[src/rtl/core/swr_pkg.sv]
// Shared types, constants and microcode program for the VSWR sweep smoother.
package swr_pkg;

  localparam int IDX_W     = 6;
  localparam int VSWR_W    = 16;
  localparam int FREQ_W    = 33;
  localparam int CENTER_W  = 32;
  localparam int SPAN_W    = 20;
  localparam int CFG_W     = 32;
  localparam int CFG_IDX_W = 1;
  localparam int SUM_W     = 19;
  localparam int TAPS      = 5;

  localparam logic [VSWR_W-1:0]    ONE_Q88    = 16'd256;
  // floor(x / 5) == (x * 419431) >> 21 for every x below 2^19
  localparam logic [SUM_W-1:0]     DIV5_MUL   = 19'd419431;
  localparam int                   DIV5_SHIFT = 21;

  localparam logic [CENTER_W-1:0]  RST_CENTER = 32'd14000000;
  localparam logic [SPAN_W-1:0]    RST_SPAN   = 20'd200000;
  localparam logic [SPAN_W-1:0]    RST_WIDTH  = {RST_SPAN[SPAN_W-1:1], 1'b0};
  localparam logic [CENTER_W-1:0]  RST_START  =
      RST_CENTER - CENTER_W'(RST_SPAN[SPAN_W-1:1]);

  localparam logic [CFG_IDX_W-1:0] REG_CENTER = 1'b0;
  localparam logic [CFG_IDX_W-1:0] REG_SPAN   = 1'b1;

  typedef logic [3:0] step_t;

  localparam step_t ST_IDLE = 4'd0;
  localparam step_t ST_R0   = 4'd1;
  localparam step_t ST_R1   = 4'd2;
  localparam step_t ST_R2   = 4'd3;
  localparam step_t ST_W    = 4'd4;
  localparam step_t ST_S1   = 4'd5;
  localparam step_t ST_S2   = 4'd6;
  localparam step_t ST_S3   = 4'd7;
  localparam step_t ST_S4   = 4'd8;
  localparam step_t ST_S5   = 4'd9;
  localparam step_t ST_S6   = 4'd10;

  typedef enum logic [2:0] {
    J_NEXT,
    J_DISPATCH,
    J_EMIT,
    J_IDLE
  } jmp_t;

  typedef struct packed {
    jmp_t jmp;
    logic latch;
    logic div;
    logic rem;
    logic wr;
    logic rd;
    logic fill;
    logic sh;
    logic sm;
    logic em;
    logic em_rst;
  } ctrl_t;

  typedef struct packed {
    logic pt_last;
  } stat_t;

  function automatic ctrl_t uc_rom(step_t s);
    ctrl_t c;
    c = '{jmp: J_IDLE, default: 1'b0};
    case (s)
      ST_IDLE: c.jmp = J_DISPATCH;
      ST_R0: begin
        c.jmp   = J_NEXT;
        c.latch = 1'b1;
      end
      ST_R1: begin
        c.jmp = J_NEXT;
        c.div = 1'b1;
      end
      ST_R2: begin
        c.jmp    = J_IDLE;
        c.rem    = 1'b1;
        c.em_rst = 1'b1;
      end
      ST_W: begin
        c.jmp = J_NEXT;
        c.wr  = 1'b1;
      end
      ST_S1: begin
        c.jmp = J_NEXT;
        c.rd  = 1'b1;
      end
      ST_S2: begin
        c.jmp  = J_NEXT;
        c.rd   = 1'b1;
        c.fill = 1'b1;
      end
      ST_S3, ST_S4: begin
        c.jmp = J_NEXT;
        c.rd  = 1'b1;
        c.sh  = 1'b1;
      end
      ST_S5: begin
        c.jmp = J_NEXT;
        c.rd  = 1'b1;
        c.sh  = 1'b1;
        c.sm  = 1'b1;
      end
      ST_S6: begin
        c.jmp = J_EMIT;
        c.rd  = 1'b1;
        c.sh  = 1'b1;
        c.sm  = 1'b1;
        c.em  = 1'b1;
      end
      default: c.jmp = J_IDLE;
    endcase
    return c;
  endfunction

endpackage

[src/rtl/core/swr_seq.sv]
// Microcode sequencer: step counter, program ROM and jump logic.
module swr_seq
  import swr_pkg::*;
(
  input  logic  clk,
  input  logic  rst,
  input  logic  in_valid,
  input  logic  restart,
  input  logic  adv,
  input  stat_t stat,
  output ctrl_t ctrl,
  output logic  in_stall
);

  step_t step;
  step_t step_next;

  assign ctrl     = uc_rom(step);
  assign in_stall = (step != ST_IDLE);

  always_comb begin
    step_next = step;
    if (adv) begin
      case (ctrl.jmp)
        J_NEXT:     step_next = step + 4'd1;
        J_DISPATCH: begin
          if (in_valid) begin
            step_next = restart ? ST_R0 : ST_W;
          end
        end
        J_EMIT:     step_next = stat.pt_last ? ST_IDLE : step;
        J_IDLE:     step_next = ST_IDLE;
        default:    step_next = ST_IDLE;
      endcase
    end
  end

  always_ff @(posedge clk) begin
    if (rst) begin
      step <= ST_IDLE;
    end else begin
      step <= step_next;
    end
  end

endmodule

[src/rtl/core/swr_sweep_smoother.sv]
// Top level of the VSWR sweep smoother: config, sample store and datapath.
//
// A restart item clears the curve, latches the sweep from center_freq and span,
// divides the sweep width by NUM_POINTS with a reciprocal multiply followed by a
// remainder step, and returns one result. A sample item writes the store, then
// refills a five-tap window with one store read per cycle and emits one
// smoothed point per cycle while the output side does not stall, through the
// single read port of the sample store. A stalled output freezes the whole
// datapath; the next item is taken while the final result still waits in the
// output register. Config writes take effect at the next restart.
module swr_sweep_smoother
  import swr_pkg::*;
#(
  parameter int NUM_POINTS = 50
) (
  input  logic                 clk,
  input  logic                 rst,
  input  logic                 cfg_we,
  input  logic [CFG_IDX_W-1:0] cfg_index,
  input  logic [CFG_W-1:0]     cfg_data,
  input  logic                 in_valid,
  output logic                 in_stall,
  input  logic                 restart,
  input  logic [VSWR_W-1:0]    vswr_sample,
  output logic                 out_valid,
  input  logic                 out_stall,
  output logic [IDX_W-1:0]     point_index,
  output logic [VSWR_W-1:0]    smoothed_vswr,
  output logic [FREQ_W-1:0]    next_freq,
  output logic                 last
);

  localparam int              AW      = $clog2(NUM_POINTS);
  localparam logic [AW-1:0]   LAST_PT = AW'(NUM_POINTS - 1);
  localparam logic [AW:0]     NP      = (AW + 1)'(NUM_POINTS);
  localparam logic [SPAN_W-1:0] QW_RST = SPAN_W'(RST_WIDTH / NUM_POINTS);
  localparam logic [AW-1:0]   RW_RST  = AW'(RST_WIDTH % NUM_POINTS);
  // floor(w / NUM_POINTS) == (w * RECIP) >> RECIP_SH for every 20-bit w
  localparam int              RECIP_SH = SPAN_W + AW;
  localparam int              QP_W     = 2 * SPAN_W + 1;
  localparam logic [SPAN_W:0] RECIP    =
      (SPAN_W + 1)'(((64'd1 << RECIP_SH) + 64'(NUM_POINTS - 1)) / 64'(NUM_POINTS));

  ctrl_t ctrl;
  stat_t stat;
  logic  adv;
  logic  in_accept;

  logic [CENTER_W-1:0] center_freq;
  logic [SPAN_W-1:0]   span;
  logic [CENTER_W-1:0] start_freq;
  logic [VSWR_W-1:0]   sample_q;

  logic [VSWR_W-1:0]     mem [NUM_POINTS];
  logic [NUM_POINTS-1:0] vld;
  logic [VSWR_W-1:0]     rd_q;
  logic                  rd_vld_q;
  logic [VSWR_W-1:0]     rdval;

  logic [AW-1:0] cp;
  logic [AW-1:0] rp;
  logic [AW-1:0] pt;
  logic [SPAN_W-1:0] q;
  logic [AW-1:0]     r;
  logic [AW:0]       rsum;

  logic [SPAN_W-1:0] dq;
  logic [AW-1:0]     drem;
  logic [AW:0]       wlow;
  logic [QP_W-1:0]   qprod;

  logic [VSWR_W-1:0]  tap [TAPS];
  logic [SUM_W-1:0]   tap_sum;
  logic [SUM_W-1:0]   sum_q;
  logic [2*SUM_W-1:0] prod;
  logic [SPAN_W-1:0]  half;

  assign in_accept = in_valid && !in_stall;
  assign adv = !(ctrl.em || ctrl.em_rst) || !out_valid || !out_stall;
  assign stat.pt_last  = (pt == LAST_PT);

  swr_seq u_seq (
    .clk      (clk),
    .rst      (rst),
    .in_valid (in_valid),
    .restart  (restart),
    .adv      (adv),
    .stat     (stat),
    .ctrl     (ctrl),
    .in_stall (in_stall)
  );

  assign rdval = rd_vld_q ? rd_q : ONE_Q88;
  assign half  = {1'b0, span[SPAN_W-1:1]};
  assign rsum  = {1'b0, r} + {1'b0, drem};
  assign qprod = QP_W'(dq) * QP_W'(RECIP);
  assign prod  = (2 * SUM_W)'(sum_q) * (2 * SUM_W)'(DIV5_MUL);

  always_comb begin
    tap_sum = '0;
    for (int i = 0; i < TAPS; i++) begin
      tap_sum = tap_sum + SUM_W'(tap[i]);
    end
  end

  // config registers and sweep control state
  always_ff @(posedge clk) begin
    if (rst) begin
      center_freq <= RST_CENTER;
      span        <= RST_SPAN;
      start_freq  <= RST_START;
      vld         <= '0;
      cp          <= '0;
      rp          <= '0;
      pt          <= '0;
      q           <= '0;
      r           <= '0;
      dq          <= QW_RST;
      drem        <= RW_RST;
      wlow        <= '0;
    end else begin
      if (cfg_we) begin
        case (cfg_index)
          REG_CENTER: center_freq <= cfg_data;
          REG_SPAN:   span <= cfg_data[SPAN_W-1:0];
          default:    center_freq <= center_freq;
        endcase
      end
      if (adv) begin
        if (ctrl.latch) begin
          start_freq <= (center_freq >= CENTER_W'(half)) ?
                        center_freq - CENTER_W'(half) : '0;
          vld  <= '0;
          cp   <= '0;
          q    <= '0;
          r    <= '0;
          dq   <= {span[SPAN_W-1:1], 1'b0};
          drem <= '0;
          wlow <= {span[AW:1], 1'b0};
        end
        if (ctrl.div) begin
          dq <= SPAN_W'(qprod >> RECIP_SH);
        end
        if (ctrl.rem) begin
          drem <= AW'(wlow - (AW + 1)'(dq[AW:0] * NP));
        end
        if (ctrl.wr) begin
          vld[cp] <= 1'b1;
          rp      <= '0;
          pt      <= '0;
          if (cp == LAST_PT) begin
            cp <= '0;
            q  <= '0;
            r  <= '0;
          end else begin
            cp <= cp + AW'(1);
            if (rsum >= NP) begin
              r <= AW'(rsum - NP);
              q <= q + dq + SPAN_W'(1);
            end else begin
              r <= rsum[AW-1:0];
              q <= q + dq;
            end
          end
        end
        if (ctrl.rd && (rp != LAST_PT)) begin
          rp <= rp + AW'(1);
        end
        if (ctrl.em) begin
          pt <= pt + AW'(1);
        end
      end
    end
  end

  // sample store
  always_ff @(posedge clk) begin
    if (adv && ctrl.wr) begin
      mem[cp] <= sample_q;
    end
    if (adv && ctrl.rd) begin
      rd_q     <= mem[rp];
      rd_vld_q <= vld[rp];
    end
  end

  // window taps and running sum
  always_ff @(posedge clk) begin
    if (in_accept) begin
      sample_q <= vswr_sample;
    end
    if (adv) begin
      if (ctrl.fill) begin
        for (int i = 0; i < TAPS; i++) begin
          tap[i] <= rdval;
        end
      end else if (ctrl.sh) begin
        for (int i = 0; i < TAPS - 1; i++) begin
          tap[i] <= tap[i+1];
        end
        tap[TAPS-1] <= rdval;
      end
      if (ctrl.sm) begin
        sum_q <= tap_sum;
      end
    end
  end

  // output register
  always_ff @(posedge clk) begin
    if (rst) begin
      out_valid <= 1'b0;
    end else if ((ctrl.em || ctrl.em_rst) && adv) begin
      out_valid <= 1'b1;
    end else if (!out_stall) begin
      out_valid <= 1'b0;
    end
  end

  always_ff @(posedge clk) begin
    if (adv && ctrl.em) begin
      point_index   <= IDX_W'(pt);
      smoothed_vswr <= prod[DIV5_SHIFT +: VSWR_W];
      next_freq     <= FREQ_W'(start_freq) + FREQ_W'(q);
      last          <= stat.pt_last;
    end else if (adv && ctrl.em_rst) begin
      point_index   <= '0;
      smoothed_vswr <= ONE_Q88;
      next_freq     <= FREQ_W'(start_freq);
      last          <= 1'b1;
    end
  end

`ifndef NO_ASSERTIONS
  a_cp_range: assert property (@(posedge clk) disable iff (rst) cp <= LAST_PT)
    else $error("sweep point out of range");
  a_frac_range: assert property (@(posedge clk) disable iff (rst)
    ({1'b0, r} < NP) && ({1'b0, drem} < NP))
    else $error("frequency fraction not below point count");
  a_idle_no_emit: assert property (@(posedge clk) disable iff (rst)
    !in_stall |-> !(ctrl.em || ctrl.em_rst))
    else $error("emit while accepting input");
  a_emit_last: assert property (@(posedge clk) disable iff (rst)
    (adv && ctrl.em && stat.pt_last) |=> (out_valid && last && !in_stall))
    else $error("final point did not end the run");
`endif

endmodule

[config.mk]
export PLATFORM = sky130hd
export DESIGN_NAME = swr_sweep_smoother
export DESIGN_NICKNAME = d
export VERILOG_FILES = /design/src/rtl/core/swr_pkg.sv /design/src/rtl/core/swr_seq.sv /design/src/rtl/core/swr_sweep_smoother.sv
export SDC_FILE = /design/constraint.sdc
export NUM_CORES = 2
export LEC_CHECK = 0
export ABC_CLOCK_PERIOD_IN_PS = 7090
export BUFFER_PORTS_ARGS = -buffer_cell sky130_fd_sc_hd__buf_2
export CORE_MARGIN = 8
export CORE_UTILIZATION = 40
export DETAILED_ROUTE_END_ITERATION = 7
export SKIP_LAST_GASP = 1
export SYNTH_ARGS = -nofsm -noshare
export SYNTH_HDL_FRONTEND = slang
export SYNTH_HIERARCHICAL = 1
export SYNTH_SLANG_ARGS = --single-unit
export TNS_END_PERCENT = 30
[constraint.sdc]
create_clock -name clk -period 7.09 [get_ports clk]
set_input_delay 0.3545 -clock clk [delete_from_list [all_inputs] [get_ports clk]]
set_output_delay 0.3545 -clock clk [all_outputs]
set_load 0.02 [all_outputs]
; ---- Yosys cells after proc, flatten, opt, wreduce, memory -nomap -nowiden
; Memory sizes are Yosys's and may differ from the RTL's. A register that Yosys moved wholly into a read port is not among the register bits.
; Index checks and enable logic that the tools add are counted.
[classes]
add_sub_neg = 15
multipliers = 3
magnitude_cmp = 5
n_eq_ne = 18
n_mux = 64
bitwise_logic = 7
reduce_logical = 38
[op_table]
columns = cell, count
row1 = 50-bit 2-to-1 mux, 4
row2 = 16-bit 2-to-1 mux, 8
row3 = 20-bit 2-to-1 mux, 6
row4 = 6-bit 2-to-1 mux, 12
row5 = 33-bit 2-to-1 mux, 2
row6 = 50-bit OR, 1
row7 = "20-bit by 20-bit multiplier with 40-bit output, second input constant", 1
row8 = "19-bit by 19-bit multiplier with 37-bit output, second input constant", 1
row9 = 32-bit by 20-bit adder with 33-bit output, 1
row10 = 32-bit by 19-bit greater-or-equal comparator with 1-bit output, 1
row11 = 32-bit 2-to-1 mux, 1
row12 = 32-bit by 19-bit subtractor with 32-bit output, 1
row13 = 1-bit 2-to-1 mux, 24
row14 = "20-bit by 1-bit adder with 20-bit output, second input constant", 1
row15 = 20-bit adder, 1
row16 = 18-bit by 16-bit adder with 19-bit output, 1
row17 = 19-bit by 16-bit adder with 19-bit output, 1
row18 = 17-bit by 16-bit adder with 18-bit output, 1
row19 = "6-bit by 1-bit adder with 6-bit output, second input constant", 3
row20 = 2-bit AND reduction, 9
row21 = 16-bit by 16-bit adder with 17-bit output, 1
row22 = "4-bit by 3-bit == test with 1-bit output, second input constant", 4
row23 = "6-bit by 7-bit less-than comparator with 1-bit output, second input constant", 2
row24 = "4-bit == test, second input constant", 3
row25 = 35 further kinds, 60
[totals]
regBits = 306
ramBits = 880
inputBits = 55
word_cells = 173
mem_count = 2
[mem_list]
columns = memory, depth, width, read_ports, rd_clocked_by_memory_dff, write_ports, line_no
row1 = mem, 50, 16, 1, 1, 1, swr_sweep_smoother.sv:54  ; logic [VSWR_W-1:0] mem [NUM_POINTS];
row2 = tap, 5, 16, 5, 0, 5, swr_sweep_smoother.sv:72  ; logic [VSWR_W-1:0] tap [TAPS];

; ---- Logic depth before layout (Yosys ltp)
[depth]
ltp_word = 10
mapped_depth = 25
ltp_nobuf = 25

; ---- Hierarchy
; The synthesis kept the hierarchy.
[by_module_without_submodules]
columns = mod, instances, cells_each, area_per_inst_um2, seq_area_each_um2
row1 = swr_sweep_smoother, 1, 4533, 64012.6, 33812.4
row2 = swr_seq, 1, 68, 505.5, 80.1

; ---- Worst setup path after synthesis
; No wires, ideal clock.
[synth_path]
path_type = flip-flop to flip-flop
from = register dq[11]
to = register dq[14]
setup_time_ns = 0.095
t_arrival_ns = 6.111
required_time_ns = 6.995
setup_slack_ns = 0.883
stages_incl_launch_ff = 23
period_less_slack_ns = 6.207
cell_sequence = dfxtp_1 > ha_1 > inv_1 > fa_1 > fa_1 > inv_1 > fa_1 > fa_1 > fa_1 > inv_1 > fa_1 > inv_1 > ha_1 > o21a_1 > or2_2 > nand4_1 > a41oi_1 > nor2_1 > o21ai_1 > a211o_1 > a21oi_1 > xnor2_1 > a221oi_1
[synth_between]
elab_chain_cells = 2
[synth_lines]
columns = item, line_no
row1 = "start, declared", swr_sweep_smoother.sv:67  ; logic [SPAN_W-1:0] dq;
row2 = "start signal, assigned", swr_sweep_smoother.sv:137  ; dq <= {span[SPAN_W-1:1], 1'b0};
row3 = "start signal, assigned", swr_sweep_smoother.sv:142  ; dq <= SPAN_W'(qprod >> RECIP_SH);
row4 = 20-bit by 20-bit multiplier with 40-bit output, swr_sweep_smoother.sv:96  ; assign qprod = QP_W'(dq) * QP_W'(RECIP);
row5 = 20-bit 2-to-1 mux, swr_sweep_smoother.sv:141  ; if (ctrl.div) begin
; Every way passes these cells.
; A chain may end at the register's enable or synchronous reset.

; ---- Worst setup path after layout
[layout_path]
from = register sum_q[16]
to = register smoothed_vswr[15], data pin
[layout_between]
elab_chain_cells = 2
[layout_lines]
columns = item, line_no
row1 = "start, declared", swr_sweep_smoother.sv:74  ; logic [SUM_W-1:0] sum_q;
row2 = "start signal, assigned", swr_sweep_smoother.sv:204  ; sum_q <= tap_sum;
row3 = 19-bit by 19-bit multiplier with 37-bit output, swr_sweep_smoother.sv:97  ; assign prod = (2 * SUM_W)'(sum_q) * (2 * SUM_W)'(DIV5_MUL);
row4 = 16-bit 2-to-1 mux, swr_sweep_smoother.sv:221  ; if (adv && ctrl.em) begin
row5 = "end signal, assigned", swr_sweep_smoother.sv:223  ; smoothed_vswr <= prod[DIV5_SHIFT +: VSWR_W];
row6 = "end, declared", swr_sweep_smoother.sv:28  ; output logic [VSWR_W-1:0] smoothed_vswr,
; Every way passes these cells.

==> flow_summary.ini <==
[status]
status = finished, final reports clean

[die]
die_x_um = 417.5
pin_count = 113
initial_core_util_pct = 40.21
dieArea_um2 = 174300
row_count = 147
dieHeight_um = 417.5
coreArea_um2 = 160400

[setup_path]
cp-end-kind = flip-flop
regToRegStartpoint = sum_q[16]
r2r_setup_slack_ns = 0.36
arrival_ns = 7.15
path_max_fanout = 7
path_buf_inv = 5
crit_type = reg2reg
startpoint_type = flip-flop
path_cells = ha_1, inv_1, fa_1, inv_1, fa_1, fa_1, inv_1, fa_1, inv_1, fa_1, ha_1, a211oi_1, o21bai_1, nor4b_2, a221oi_1, buf_4, a221o_1, a21o_1, a211o_1, a31o_2, a21oi_1, xnor2_1, nor2_1
timing.critical_path.max_delay_family = adder cells
crit_slowest_cell = fa_1
worstPathRequired_ns = 7.51
reg2reg_depth = 23
worstReg2RegEnd = smoothed_vswr[15]
slowest_delay_ns = 0.54
crit_top_cell = fa_1

[placed_design]
gp_congestion = 0.8974
dp.final_hpwl_mm = 106.5
place_area_um2 = 68260
io_buffers = 112

[hold_path]
hp-start = restart
hold_depth = 4
hold_path_end = u_seq/step[2]
hold_path_class = in2reg

[cts]
cts.sinks = 1199
post_cts_buffers = 0
cts.reportedPaths.clkPinSlew_ns = 0.06
insertion_delay_ns = 0.77
h-tree-depth = 3
cts_made_buffers = 118
cts_buffer_depth = 3
cts_root_buffer = clkbuf_16
cts_tree = done

[final_layout]
finalNetCount = 5692
final.fill_count = 14370
drive_above_1_share_pct = 15.66
stdcell_area_um2 = 72770
area_growth_pct = 12.86

[power_and_ir_drop]
power_density_nw_per_um2 = 386.2
vdd_drop_max_v = 0.001409
leakagePower_nw = 28.01
power_mw = 28.10

[job]
maxCapViolations = 0

[global_route]
grt_pass1_wl_mm = 236.5
grt_max_degree = 133
grt.overflow.total = 0
grt.total_usage_pct = 17.53
grt_pass1_vias = 38370
antenna_found_initial = 4

[sta]
clock_skew_ns = 0.07598
hold_violations = 0
finalSetupViolations = 0
rsz0062_at_grt = true
hold_slack_ns = 0.09207
worst_slew_pin_slew_ns = 1.244
fmax_mhz = 148.5
maxSlewViolCount = 0
period_needed_ns = 6.734
final.period_utilization_pct = 94.98
slew_headroom_pct = 16.98

[drt]
wl_mm = 154.1
via_count = 37290
drc = 0
drtPass1Iterations = 6
via_per_inst = 5.253
drtIter0Drc = 2797
postRouteAntennaNets = 0
wl_per_cell_um = 21.71

[logic_synthesis]
syn-mean-instance-area_um2 = 14.04
netlist_area_um2 = 64480
synth_cells = 4594
syn_nets = 5453
yosysWarnings = 6
## power by group
part	total (mW)	internal, mW	switching [mW]
registers	8.02	7.88	0.143
logic	13.7	5.62	8.04
clock network	6.42	3.70	2.72
total	28.1	17.2	10.9
## stage by stage
stage / TNS, ns / std cells / utilization, % / setup slack [ns]
2_1_floorplan: 0 / 4594 / - / 0.8832
3_3_place_gp: 0 / 6825 / 42.56 / 0.2158
3_5_place_dp: 0 / 6825 / 42.56 / 0.1536
4_1_cts: 0 / 7096 / 45.36 / 0.1454
5_1_grt: -0.005919 / 7097 / 45.37 / -0.005919
6_report: 0 / 7099 / 45.38 / 0.3561
## flip-flops by register name, summed over array words and instances, names as in the netlist, 4 cells and up
signal and flops:
mem 800, point_index 6, smoothed_vswr 16, sum_q 19
r 5, sample_q 16, rd_q 16, u_seq/step 4
rp 6, tap 80, q 20, span 19
pt 6, wlow 5, dq 20, start_freq 32
cp 6, drem 5, vld 50, center_freq 32
next_freq 33
## repair_timing
item / in CTS / in global routing
endpoints found under the hold margin: 67 / 0
resized for setup: 0 / 4
endpoints found under the setup margin: 0 / 3
hold buffers: 48 / 0
## metal layers
layer | global-route usage [%] | vias up | part of all wire, %
li1 | - | 17050 | -
met4 | 3.839 | 0 | 2.1
met1 | 23.73 | 19130 | 44
met5 | 0 | - | 0
met3 | 2.504 | 216 | 5.0
met2 | 30.13 | 893 | 49
## how the worst max path moves through the flow
stage | startpoint | end | slack (ns) | depth (start not counted)
global placement | sum_q[13] | smoothed_vswr[15] | 0.22 | 23
CTS | sum_q[13] | smoothed_vswr[15] | 0.15 | 23
finish | sum_q[16] | smoothed_vswr[15] | 0.36 | 23
detailed placement | sum_q[13] | smoothed_vswr[15] | 0.15 | 23
global route | dq[12] | dq[14] | -0.006 | 23
floorplan | dq[11] | dq[14] | 0.88 | 22
## layout make-up
type                       instances  area (µm²)  share of cell area (%)
multi-input combinational       2649       28010                   38.48
tap                             2160        2703                   3.714
antenna                            3       7.507                 0.01032
clock buffer                     151        3191                   4.384
timing repair buffer             267        1888                   2.594
inverter                         598        2245                   3.084
sequential                      1199       33910                   46.59
clock inverter                    72       827.0                   1.136
## worst reg2reg max path, cell delays in order, from the launching register on
cell,delay (ns)
edfxtp_1,0.53
ha_1,0.46
inv_1,0.08
fa_1,0.48
inv_1,0.05
fa_1,0.45
fa_1,0.54
inv_1,0.06
fa_1,0.53
inv_1,0.05
fa_1,0.43
ha_1,0.29
a211oi_1,0.23
o21bai_1,0.15
nor4b_2,0.26
a221oi_1,0.12
buf_4,0.17
a221o_1,0.34
a21o_1,0.25
a211o_1,0.34
a31o_2,0.27
a21oi_1,0.18
xnor2_1,0.13
nor2_1,0.05
## cell usage in the layout (no fill, tap or decap), types with 19 or more instances in the layout
cell type and count:
clkbuf_1 25, mux2_2 19, and2_1 45, nand2b_1 19, a211oi_1 19, nor2_1 209, a21o_1 106, inv_1 598
clkbuf_16 121, nand4_1 19, a21oi_1 221, dlygate4sd3_1 48, xnor2_1 96, nand3_1 54, o21ai_0 83, nor3_1 32
nand2_1 260, nor2_2 38, buf_4 104, xor2_1 58, a22oi_1 27, dfxtp_1 206, clkinv_2 21, fa_1 330
mux4_2 271, ha_1 473, nand3b_1 25, clkinv_1 26, edfxtp_1 988, buf_2 111
No activity file was read; power rests on OpenSTA's default activity.
